File: src/rtl/ppbc_pkg.sv
// Package with the shared types, mode codes and command codes of the panel controller.
`default_nettype none
package ppbc_pkg;

  localparam int MaxCmd = 5;
  localparam int CntW = $clog2(MaxCmd + 1);

  localparam logic [2:0] M_IDLE        = 3'd0;
  localparam logic [2:0] M_PRINTING    = 3'd1;
  localparam logic [2:0] M_PRE_FEED    = 3'd2;
  localparam logic [2:0] M_PRE_RETRACT = 3'd3;
  localparam logic [2:0] M_FEEDING     = 3'd4;
  localparam logic [2:0] M_RETRACTING  = 3'd5;
  localparam logic [2:0] M_LEVELING    = 3'd6;

  localparam logic [3:0] CMD_NONE     = 4'd0;
  localparam logic [3:0] CMD_HOME     = 4'd1;
  localparam logic [3:0] CMD_ABS      = 4'd2;
  localparam logic [3:0] CMD_HEAT_ON  = 4'd3;
  localparam logic [3:0] CMD_HEAT_OFF = 4'd4;
  localparam logic [3:0] CMD_QSTOP    = 4'd5;
  localparam logic [3:0] CMD_REL      = 4'd6;
  localparam logic [3:0] CMD_FEED     = 4'd7;
  localparam logic [3:0] CMD_RETRACT  = 4'd8;
  localparam logic [3:0] CMD_CORNER0  = 4'd9;

  localparam logic [1:0] REG_THRESH = 2'd0;
  localparam logic [1:0] REG_LOCK   = 2'd1;
  localparam logic [1:0] REG_SLOW   = 2'd2;
  localparam logic [1:0] REG_FAST   = 2'd3;

  localparam logic [3:0] LED_RESET = 4'b1110;

  typedef struct packed {
    logic [31:0]        now_ms;
    logic               home_pressed;
    logic               plus_pressed;
    logic               minus_pressed;
    logic               printing_active;
    logic signed [13:0] hotend_temp;
    logic               queue_empty;
  } item_t;

  typedef struct packed {
    logic [12:0] preheat_threshold;
    logic [15:0] key_lockout_ms;
    logic [15:0] slow_blink_ms;
    logic [15:0] fast_blink_ms;
  } cfg_t;

  typedef struct packed {
    logic [MaxCmd-1:0][3:0] cmd;
    logic [CntW-1:0]        cnt;
    logic [3:0]             led;
  } batch_t;

  function automatic batch_t push(batch_t b, logic [3:0] c);
    batch_t r;
    r = b;
    if (r.cnt < CntW'(MaxCmd)) begin
      r.cmd[r.cnt] = c;
      r.cnt = r.cnt + CntW'(1);
    end
    return r;
  endfunction

  function automatic logic passed(logic [31:0] now, logic [31:0] due);
    logic [31:0] d;
    d = now - due;
    return ~d[31];
  endfunction

endpackage
`default_nettype wire

File: src/rtl/ppbc_core.sv
// Per-tick step logic and the panel state registers.
`default_nettype none
module ppbc_core (
  input  wire logic           clk,
  input  wire logic           rst_n,
  input  wire logic           step,
  input  wire ppbc_pkg::item_t item,
  input  wire ppbc_pkg::cfg_t  cfg,
  output ppbc_pkg::batch_t     batch
);

  logic [2:0]  mode_r, mode_nxt;
  logic [1:0]  corner_r, corner_nxt;
  logic [31:0] rel_r [3];
  logic [31:0] rel_nxt [3];
  logic [31:0] slow_due_r, slow_due_nxt;
  logic [31:0] fast_due_r, fast_due_nxt;
  logic [3:0]  led_r, led_nxt;

  always_comb begin
    logic [2:0] m;
    logic [1:0] c;
    logic hot, slow, fast;
    logic [2:0] keys;
    ppbc_pkg::batch_t b;
    m = mode_r;
    c = corner_r;
    b = '0;
    keys = {item.minus_pressed, item.plus_pressed, item.home_pressed};
    hot = item.hotend_temp >= $signed({1'b0, cfg.preheat_threshold});
    for (int k = 0; k < 3; k++) begin
      rel_nxt[k] = rel_r[k];
    end

    if (keys[0] && ppbc_pkg::passed(item.now_ms, rel_r[0])) begin
      if (m == ppbc_pkg::M_IDLE) begin
        b = ppbc_pkg::push(b, ppbc_pkg::CMD_HOME);
        b = ppbc_pkg::push(b, ppbc_pkg::CMD_ABS);
        m = ppbc_pkg::M_LEVELING;
      end else if (m == ppbc_pkg::M_LEVELING) begin
        b = ppbc_pkg::push(b, ppbc_pkg::CMD_HOME);
        m = ppbc_pkg::M_IDLE;
      end
      rel_nxt[0] = item.now_ms + {16'd0, cfg.key_lockout_ms};
    end

    if (keys[1] && ppbc_pkg::passed(item.now_ms, rel_r[1])) begin
      if (m == ppbc_pkg::M_IDLE) begin
        m = ppbc_pkg::M_PRE_FEED;
        b = ppbc_pkg::push(b, ppbc_pkg::CMD_HEAT_ON);
      end else if (m == ppbc_pkg::M_PRE_FEED || m == ppbc_pkg::M_FEEDING) begin
        m = ppbc_pkg::M_IDLE;
        b = ppbc_pkg::push(b, ppbc_pkg::CMD_QSTOP);
        b = ppbc_pkg::push(b, ppbc_pkg::CMD_HEAT_OFF);
      end else if (m == ppbc_pkg::M_LEVELING) begin
        c = c + 2'd1;
        b = ppbc_pkg::push(b, ppbc_pkg::CMD_CORNER0 + {2'd0, c});
      end
      rel_nxt[1] = item.now_ms + {16'd0, cfg.key_lockout_ms};
    end

    if (keys[2] && ppbc_pkg::passed(item.now_ms, rel_r[2])) begin
      if (m == ppbc_pkg::M_IDLE) begin
        m = ppbc_pkg::M_PRE_RETRACT;
        b = ppbc_pkg::push(b, ppbc_pkg::CMD_HEAT_ON);
      end else if (m == ppbc_pkg::M_PRE_RETRACT || m == ppbc_pkg::M_RETRACTING) begin
        m = ppbc_pkg::M_IDLE;
        b = ppbc_pkg::push(b, ppbc_pkg::CMD_QSTOP);
        b = ppbc_pkg::push(b, ppbc_pkg::CMD_HEAT_OFF);
      end else if (m == ppbc_pkg::M_LEVELING) begin
        c = c + 2'd3;
        b = ppbc_pkg::push(b, ppbc_pkg::CMD_CORNER0 + {2'd0, c});
      end
      rel_nxt[2] = item.now_ms + {16'd0, cfg.key_lockout_ms};
    end

    priority if (item.printing_active) begin
      m = ppbc_pkg::M_PRINTING;
    end else if (m == ppbc_pkg::M_PRINTING) begin
      m = ppbc_pkg::M_IDLE;
    end else if (m == ppbc_pkg::M_PRE_FEED && hot) begin
      b = ppbc_pkg::push(b, ppbc_pkg::CMD_REL);
      m = ppbc_pkg::M_FEEDING;
    end else if (m == ppbc_pkg::M_PRE_RETRACT && hot) begin
      b = ppbc_pkg::push(b, ppbc_pkg::CMD_REL);
      b = ppbc_pkg::push(b, ppbc_pkg::CMD_FEED);
      m = ppbc_pkg::M_RETRACTING;
    end else begin
    end

    slow = ppbc_pkg::passed(item.now_ms, slow_due_r);
    fast = ppbc_pkg::passed(item.now_ms, fast_due_r);
    slow_due_nxt = slow ? item.now_ms + {16'd0, cfg.slow_blink_ms} : slow_due_r;
    fast_due_nxt = fast ? item.now_ms + {16'd0, cfg.fast_blink_ms} : fast_due_r;

    led_nxt = ppbc_pkg::LED_RESET;
    unique case (m)
      ppbc_pkg::M_PRINTING:    led_nxt[0] = led_r[0] ^ slow;
      ppbc_pkg::M_PRE_FEED:    led_nxt[1] = led_r[1] ^ fast;
      ppbc_pkg::M_FEEDING:     led_nxt[1] = led_r[1] ^ slow;
      ppbc_pkg::M_PRE_RETRACT: led_nxt[2] = led_r[2] ^ fast;
      ppbc_pkg::M_RETRACTING:  led_nxt[2] = led_r[2] ^ slow;
      ppbc_pkg::M_LEVELING:    led_nxt = 4'b0110;
      default:                 led_nxt = ppbc_pkg::LED_RESET;
    endcase

    if (b.cnt == '0 && item.queue_empty) begin
      if (m == ppbc_pkg::M_FEEDING) begin
        b = ppbc_pkg::push(b, ppbc_pkg::CMD_FEED);
      end else if (m == ppbc_pkg::M_RETRACTING) begin
        b = ppbc_pkg::push(b, ppbc_pkg::CMD_RETRACT);
      end
    end
    if (b.cnt == '0) begin
      b = ppbc_pkg::push(b, ppbc_pkg::CMD_NONE);
    end
    b.led = led_nxt;

    mode_nxt = m;
    corner_nxt = c;
    batch = b;
  end

  always_ff @(posedge clk) begin
    if (!rst_n) begin
      mode_r <= ppbc_pkg::M_IDLE;
      corner_r <= 2'd0;
      for (int k = 0; k < 3; k++) begin
        rel_r[k] <= 32'd0;
      end
      slow_due_r <= 32'd0;
      fast_due_r <= 32'd0;
      led_r <= ppbc_pkg::LED_RESET;
    end else if (step) begin
      mode_r <= mode_nxt;
      corner_r <= corner_nxt;
      for (int k = 0; k < 3; k++) begin
        rel_r[k] <= rel_nxt[k];
      end
      slow_due_r <= slow_due_nxt;
      fast_due_r <= fast_due_nxt;
      led_r <= led_nxt;
    end
  end

endmodule
`default_nettype wire

File: src/rtl/ppbc_drain.sv
// Result register that holds one tick's commands and hands them out one a cycle while out_ready is high.
`default_nettype none
module ppbc_drain (
  input  wire logic            clk,
  input  wire logic            rst_n,
  input  wire logic            load,
  input  wire ppbc_pkg::batch_t batch_in,
  output logic                 free,
  output logic                 out_valid,
  input  wire logic            out_ready,
  output logic [3:0]           out_command,
  output logic [3:0]           out_led,
  output logic                 out_last
);

  ppbc_pkg::batch_t batch_r;
  logic valid_r;
  logic [ppbc_pkg::CntW-1:0] idx_r;

  assign out_valid = valid_r;
  assign out_command = batch_r.cmd[idx_r];
  assign out_led = batch_r.led;
  assign out_last = (idx_r == batch_r.cnt - ppbc_pkg::CntW'(1));
  assign free = !valid_r || (out_ready && out_last);

  always_ff @(posedge clk) begin
    if (!rst_n) begin
      valid_r <= 1'b0;
      idx_r <= '0;
    end else if (load) begin
      valid_r <= 1'b1;
      idx_r <= '0;
    end else if (valid_r && out_ready) begin
      if (out_last) begin
        valid_r <= 1'b0;
      end else begin
        idx_r <= idx_r + ppbc_pkg::CntW'(1);
      end
    end
  end

  always_ff @(posedge clk) begin
    if (load) begin
      batch_r <= batch_in;
    end
  end

endmodule
`default_nettype wire

File: src/rtl/printer_panel_button_controller.sv
// Top level of the printer front-panel controller: input register, step logic and result drain.
//
//   channel | direction | handshake             | payload
//   in_     | request   | in_valid / in_ready   | tick time, key levels, printing, temp, queue
//   out_    | result    | out_valid / out_ready | command, four LED levels, last
//   cfg_    | write     | cfg_valid / cfg_ready | register index, data
//
// A request is registered, stepped by the core logic and its results loaded into the result register.
// A tick gives one to five results, sent one a cycle while out_ready is high.
// One more request is taken into the input register while results wait; stepping holds until the result register frees.
// Reset is synchronous and active low; configuration writes are always taken.
`default_nettype none
module printer_panel_button_controller (
  input  wire logic        clk,
  input  wire logic        rst_n,
  input  wire logic        in_valid,
  output logic             in_ready,
  input  wire logic [31:0] in_now_ms,
  input  wire logic        in_home_pressed,
  input  wire logic        in_plus_pressed,
  input  wire logic        in_minus_pressed,
  input  wire logic        in_printing_active,
  input  wire logic signed [13:0] in_hotend_temp,
  input  wire logic        in_queue_empty,
  output logic             out_valid,
  input  wire logic        out_ready,
  output logic [3:0]       out_command,
  output logic             out_led_start,
  output logic             out_led_plus,
  output logic             out_led_minus,
  output logic             out_led_home,
  output logic             out_last,
  input  wire logic        cfg_valid,
  output logic             cfg_ready,
  input  wire logic [1:0]  cfg_index,
  input  wire logic [15:0] cfg_data
);

  ppbc_pkg::item_t  item_r;
  logic             in_v_r;
  ppbc_pkg::cfg_t   cfg_r;
  ppbc_pkg::batch_t batch;
  logic             free;
  logic             step;
  logic [3:0]       led;

  assign step = in_v_r && free;
  assign in_ready = !in_v_r || step;
  assign cfg_ready = 1'b1;

  always_ff @(posedge clk) begin
    if (!rst_n) begin
      in_v_r <= 1'b0;
    end else if (in_ready) begin
      in_v_r <= in_valid;
    end
  end

  always_ff @(posedge clk) begin
    if (in_valid && in_ready) begin
      item_r.now_ms <= in_now_ms;
      item_r.home_pressed <= in_home_pressed;
      item_r.plus_pressed <= in_plus_pressed;
      item_r.minus_pressed <= in_minus_pressed;
      item_r.printing_active <= in_printing_active;
      item_r.hotend_temp <= in_hotend_temp;
      item_r.queue_empty <= in_queue_empty;
    end
  end

  always_ff @(posedge clk) begin
    if (!rst_n) begin
      cfg_r.preheat_threshold <= 13'd2190;
      cfg_r.key_lockout_ms <= 16'd1000;
      cfg_r.slow_blink_ms <= 16'd500;
      cfg_r.fast_blink_ms <= 16'd75;
    end else if (cfg_valid && cfg_ready) begin
      unique case (cfg_index)
        ppbc_pkg::REG_THRESH: cfg_r.preheat_threshold <= cfg_data[12:0];
        ppbc_pkg::REG_LOCK:   cfg_r.key_lockout_ms <= cfg_data;
        ppbc_pkg::REG_SLOW:   cfg_r.slow_blink_ms <= cfg_data;
        ppbc_pkg::REG_FAST:   cfg_r.fast_blink_ms <= cfg_data;
        default:              cfg_r <= cfg_r;
      endcase
    end
  end

  ppbc_core u_core (
    .clk   (clk),
    .rst_n (rst_n),
    .step  (step),
    .item  (item_r),
    .cfg   (cfg_r),
    .batch (batch)
  );

  ppbc_drain u_drain (
    .clk         (clk),
    .rst_n       (rst_n),
    .load        (step),
    .batch_in    (batch),
    .free        (free),
    .out_valid   (out_valid),
    .out_ready   (out_ready),
    .out_command (out_command),
    .out_led     (led),
    .out_last    (out_last)
  );

  assign out_led_start = led[0];
  assign out_led_plus  = led[1];
  assign out_led_minus = led[2];
  assign out_led_home  = led[3];

  a_step_loads: assert property (@(posedge clk) disable iff (!rst_n) step |=> out_valid)
    else $error("stepped request did not produce a result");

  a_run_continues: assert property (@(posedge clk) disable iff (!rst_n)
    (out_valid && out_ready && !out_last) |=> out_valid)
    else $error("result run ended before its last result");

  a_none_alone: assert property (@(posedge clk) disable iff (!rst_n)
    (out_valid && out_command == ppbc_pkg::CMD_NONE) |-> out_last)
    else $error("empty command sent within a run");

endmodule
`default_nettype wire
File: config.mk
export PLATFORM = sky130hd
export DESIGN_NAME = printer_panel_button_controller
export DESIGN_NICKNAME = d
export VERILOG_FILES = /design/src/rtl/ppbc_pkg.sv /design/src/rtl/ppbc_core.sv /design/src/rtl/ppbc_drain.sv /design/src/rtl/printer_panel_button_controller.sv
export SDC_FILE = /design/constraint.sdc
export NUM_CORES = 1
export LEC_CHECK = 0
export BUFFER_PORTS_ARGS = -buffer_cell sky130_fd_sc_hd__buf_2
export CAP_MARGIN = 20
export CORE_MARGIN = 2
export CORE_UTILIZATION = 40
export CTS_CLUSTER_DIAMETER = 50
export DETAILED_ROUTE_END_ITERATION = 10
export SLEW_MARGIN = 20
export SYNTH_ARGS = -nofsm -noshare
export SYNTH_HDL_FRONTEND = slang
export SYNTH_HIERARCHICAL = 1
export SYNTH_SLANG_ARGS = --single-unit
File: constraint.sdc
create_clock -name clk -period 8.4 [get_ports clk]
set_input_delay 0.42 -clock clk [delete_from_list [all_inputs] [get_ports clk]]
set_output_delay 0.42 -clock clk [all_outputs]
set_load 0.03 [all_outputs]
# Word level (Yosys, flattened, before mapping)
# Memories as Yosys holds them, arrays and structs flattened.
# Index checks and enable logic that the tools add are counted.
[totals]
ff_bits = 216
mem_bits_rw = 96
input_bits = 74
output_inout_bits = 12
memories = 1
[memory_table]
columns = ["memory", "words", "width", "read_ports", "rd_ports_with_merged_regs", "write_ports", "line", "rtl"]
rows = [
  ["u_core.rel_r", 3, 32, 3, 0, 3, "ppbc_core.sv:14", "logic [31:0] rel_r [3];"],
]
[op_classes]
addsub = 23
order_cmp = 29
eq_ne = 20
n_mux = 105
bitwise = 50
n_reduce_logical = 42
[ops]
columns = ["op", "n"]
rows = [
  ["2-to-1 mux 23 bit", 24],
  ["2-to-1 mux 27 bit", 18],
  ["2-to-1 mux 32 bit", 6],
  ["subtractor 32 bit", 5],
  ["demux 4 bit (select 3 bit)", 9],
  ["adder 32 x 16 -> 32 bit", 3],
  ["inverter 15 bit", 4],
  ["AND 10 bit", 5],
  ["inverter 10 bit", 5],
  ["bitwise OR 10 bit", 5],
  ["AND 15 bit", 3],
  ["bitwise mux 20 bit", 2],
  ["< comparator 3 x 4 -> 1 bit, second input constant", 10],
  ["2-to-1 mux 4 bit", 10],
  ["2-to-1 mux 3 bit", 13],
  ["adder 3 x 1 -> 3 bit, second input constant", 10],
  ["bitwise OR 15 bit", 2],
  ["greater-or-equal comparator 3 x 1 -> 1 bit, second input constant", 9],
  ["< comparator 3 bit, second input constant", 9],
  ["equality test 3 bit, second input constant", 8],
  ["AND 20 bit", 1],
  ["inverter 20 bit", 1],
  ["logical AND 1 bit", 19],
  ["equality test 3 x 2 -> 1 bit, second input constant", 6],
  ["other kinds (30)", 82],
]

# Depth between registers and ports, before layout
# An unclocked memory read counts as a cell.
[logic_depth]
depth_word = 94
ltp_mapped = 47

# By module
# The synthesis kept the hierarchy.
[modules_own_cells]
columns = ["module", "n_inst", "cells_each", "area_per_inst_um2", "seq_area_each_um2"]
rows = [
  ["ppbc_core", 1, 1857, 15615.0, 4324.1],
  ["printer_panel_button_controller", 1, 291, 4018.9, 2772.7],
  ["ppbc_drain", 1, 85, 1341.3, 890.9],
]

# Worst setup path after synthesis
# Ideal clock, no wire load.
[synth_path]
path_type = "register to register"
start = "register item_r[23] (netlist name)"
end = "register u_drain/batch_r[15] (netlist name), data pin"
setup_time_ps = 277
arrival_time_ps = 8189
path_slack_ps = -67
stages_incl_launch_ff = 44
n_path_buf = 2
path_cell_list = "edfxtp_1 -> ha_1 -> a211oi_1 -> o21a_1 -> o21ai_1 -> a311oi_2 -> and4_1 -> buf_2 -> o21ai_1 -> nor2_1 -> ha_1 -> inv_1 -> a211oi_1 -> nor2_1 -> inv_1 -> ha_1 -> o32ai_1 -> a31o_2 -> (+8 left out) -> a32oi_1 -> inv_1 -> ha_1 -> nand3_1 -> a21oi_1 -> a211o_1 -> o21a_1 -> inv_2 -> ha_1 -> nand2_1 -> nor3_4 -> o21ai_4 -> xnor2_2 -> ha_1 -> o2111a_1 -> buf_2 -> nor4b_2 -> a211oi_1"
[synth_rtl]
columns = ["element", "line", "rtl"]
rows = [
  ["start: declaration", "printer_panel_button_controller.sv:39", "ppbc_pkg::item_t item_r;"],
  ["end signal: assignment", "ppbc_drain.sv:44", "batch_r <= batch_in;"],
  ["end: declaration", "ppbc_drain.sv:16", "ppbc_pkg::batch_t batch_r;"],
]

==> results_dict.tcl <==
set metrics [dict create \
    cts_tree "yes" \
    drc_errors 0 \
    nFillCells 4843 \
    synthArstFlopShare_pct 0 \
    clock_sinks 312 \
    post_synth_instance_area_um2 21000 \
    cp.depth 39 \
    critPathBufInv 7 \
    dominantRegCellSynth "edfxtp_1" \
    synthCells 2233 \
    clock_latency_ps 590 \
    antenna_left 0 \
    tightest_slew_ps 1100 \
    worst_setup_path_end_kind "flop" \
    period_share_pct 94.4 \
    cpPeakStageDelay_ps 420 \
    yosysWarningCount 6 \
    use_met3_pct 3.09 \
    power_density_nw_per_um2 195 \
    maxSlewViolCount 0 \
    place.port_buffers 84 \
    grt_pass1_wl_mm 95.8 \
    whs_ps 18.9 \
    drtIter0Drc 1135 \
    maxSlewHeadroom_pct 26.3 \
    grt.met1_usage_pct 30.5 \
    maxCapViolCount 0 \
    hold_path_class "in -> reg" \
    seq_area_frac_synth_pct 38.1 \
    wl_per_cell_um 19.9 \
    yosys_register_bits 312 \
    drive_gt1_share_pct 14.1 \
    vias_per_cell 5.63 \
    regArea_um2 7990 \
    clock_path_buffers 3 \
    grt_antenna_before_repair 1 \
    grt_max_degree 65 \
    synth-edff-count 174 \
    hold_violations 0 \
    vias 17400 \
    syn_area_per_cell_um2 9.39 \
    cts_buffers 43 \
    finalInstanceArea_um2 24300 \
    grt_overflow 0 \
    rows 83 \
    core_um2 51600 \
    final_cell_mix "inv_1 (237), ha_1 (222), nand2_1 (211), edfxtp_1 (174), a21oi_1 (139)" \
    final_common_cell "inv_1" \
    syn-num-nets 2536 \
    cp.required_ps 8720 \
    p_leak_uw 0.00992 \
    start_util_pct 40.6 \
    grt.met2_usage_pct 38.0 \
    antennaDiodeCount 0 \
    critPathArrivalTime_ps 8250 \
    dieHeight_um 233 \
    fin_setup_tns_ps 0 \
    dieWidth_um 233 \
    rr_worst_depth 39 \
    first_pass_iters 5 \
    crit_type "reg -> reg" \
    dpl-instance-area_um2 22500 \
    path_clk_slew_ps 50 \
    gp_congestion 0.895 \
    max_freq_mhz 126 \
    busiest_layer "met2" \
    critPathTopFamily "compound AO/OA/AOI/OAI gates" \
    start_kind "flop" \
    cts_max_level 2 \
    syn_to_final_growth_pct 15.8 \
    final-setup-viol-count 0 \
    dp_hpwl_mm 45.4 \
    clock_skew_ps 23.9 \
    yosysUniqueCellTypes 124 \
    routed_wl_mm 61.6 \
    status "finished clean" \
    dieArea_um2 54300 \
    worst_ir_drop_vdd_v 0.000141 \
    clockRootBuffer "clkbuf_16" \
    cpMostUsedCell "ha_1" \
    grt_pass1_vias 17200 \
    worst_path_max_delay_cell "edfxtp_1" \
    whs_path_depth 1 \
    path_max_fanout 12 \
    io_pins 86 \
    final_nets 2686 \
    final.min_clock_period_ps 7930 \
    multi_input_area_um2 11800 \
    track_usage_pct 22.7 \
]
==> per-layer routing <==
| layer | part of all wire [%] | vias up |
|---|---|---|
| met2 | 47 | 440 |
| met5 | 0 | - |
| met3 | 4.7 | 94 |
| met4 | 2.6 | 0 |
| met1 | 46 | 8455 |
| li1 | - | 8456 |
==> flip-flops by register name, indices dropped and copies added, names as in the netlist <==
register           count
item_r                51
u_drain/out_valid      1
u_drain/idx_r          3
u_core/fast_due_r     32
cfg_r                 61
u_core/mode_r          3
u_core/rel_r          96
in_v_r                 1
u_core/led_r           3
u_core/slow_due_r     32
u_core/corner_r        2
u_drain/batch_r       23
u_drain/out_led        4
==> path summary, 6_finish.rpt <==
check | slack [ps] | to | startpoint
setup / recovery | 470 | u_drain/batch_r[6] | item_r[44]
hold / removal | 20 | item_r[4] | in_hotend_temp[3]
setup reg to reg | 470 | u_drain/batch_r[6] | item_r[44]
hold reg to reg | 450 | u_core/slow_due_r[10] | u_core/slow_due_r[10]
==> kinds of logic after synthesis <==
| family | after synthesis | share of synthesized area (%) |
|---|---|---|
| AO/OA/AOI/OAI | 559 | 18.6 |
| XOR/XNOR | 66 | 2.86 |
| adder cells (fa/ha/maj) | 230 | 13.8 |
| buffers and inverters | 336 | 6.55 |
| flip-flops | 312 | 38.1 |
| multiplexers | 88 | 4.36 |
| other | 2 | 0.0358 |
| AND/OR/NAND/NOR | 640 | 15.7 |
==> Yosys cell counts, types with 6 or more instances <==
cell       count  area [um^2]
o21ai_0       90          450
edfxtp_1     174         5230
clkbuf_1      59          221
o31a_1         8         70.1
nand4_1       40          250
and4_1         7         61.3
a21o_1        57          428
a21boi_0      11         82.6
xor2_1        37          324
o31ai_1       14          105
a22oi_1        6         45.0
a211o_1       13          114
o21a_1        19          143
dfxtp_1      138         2760
and2_1        12         75.1
a211oi_1      29          218
nand2b_1      17          106
ha_1         226         2830
o2111ai_1     13          114
nand2_1      211          792
o21ai_1       10         50.1
and3_1        21          131
or2_2          6         37.5
o22ai_1       11         68.8
buf_2         15         75.1
o211ai_1      24          180
nand3b_1       6         45.0
a21oi_1      140          701
buf_6          6         67.6
nor3_1        36          180
nor2_1       114          428
or3_1         11         68.8
nor3b_1        7         52.6
or4_1          8         60.1
o32ai_1        8         70.1
a31oi_1       24          150
inv_1        237          890
nor4_1        12         75.1
nand3_1       58          290
buf_4         10         75.1
mux2i_1       81          811
nor2b_1       37          231
xnor2_1       27          236
==> power breakdown <==
group / internal (uW) / switching (uW)
registers: 1730 / 54.6
clock network: 998 / 729
logic: 463 / 750
total: 3190 / 1530
==> layout make-up <==
class | instances | area share (%)
tap | 680 | 3.50
inverter | 243 | 3.76
timing repair buffer | 198 | 5.53
sequential | 312 | 32.9
clock inverter | 21 | 0.732
clock buffer | 58 | 4.83
multi-input combinational | 1585 | 48.8
==> stage by stage <==
step / power (uW) / instances / worst slack, ps / utilization [%]
2_1_floorplan: 2600 / 2233 / 2.30 / -
3_3_place_gp: 2950 / 2991 / 391 / 43.7
3_5_place_dp: 2980 / 2991 / 165 / 43.7
4_1_cts: 4730 / 3091 / 85.3 / 46.7
5_1_grt: 4960 / 3097 / -28.8 / 47.1
6_report: 4730 / 3097 / 470 / 47.1
==> repair_timing <==
item,CTS,global route
resized for setup,0,19
hold buffers,21,0
setup endpoints to repair,0,16
endpoints found under the hold margin,21,0
setup buffers,0,5
(Power assumes the default switching activity.)
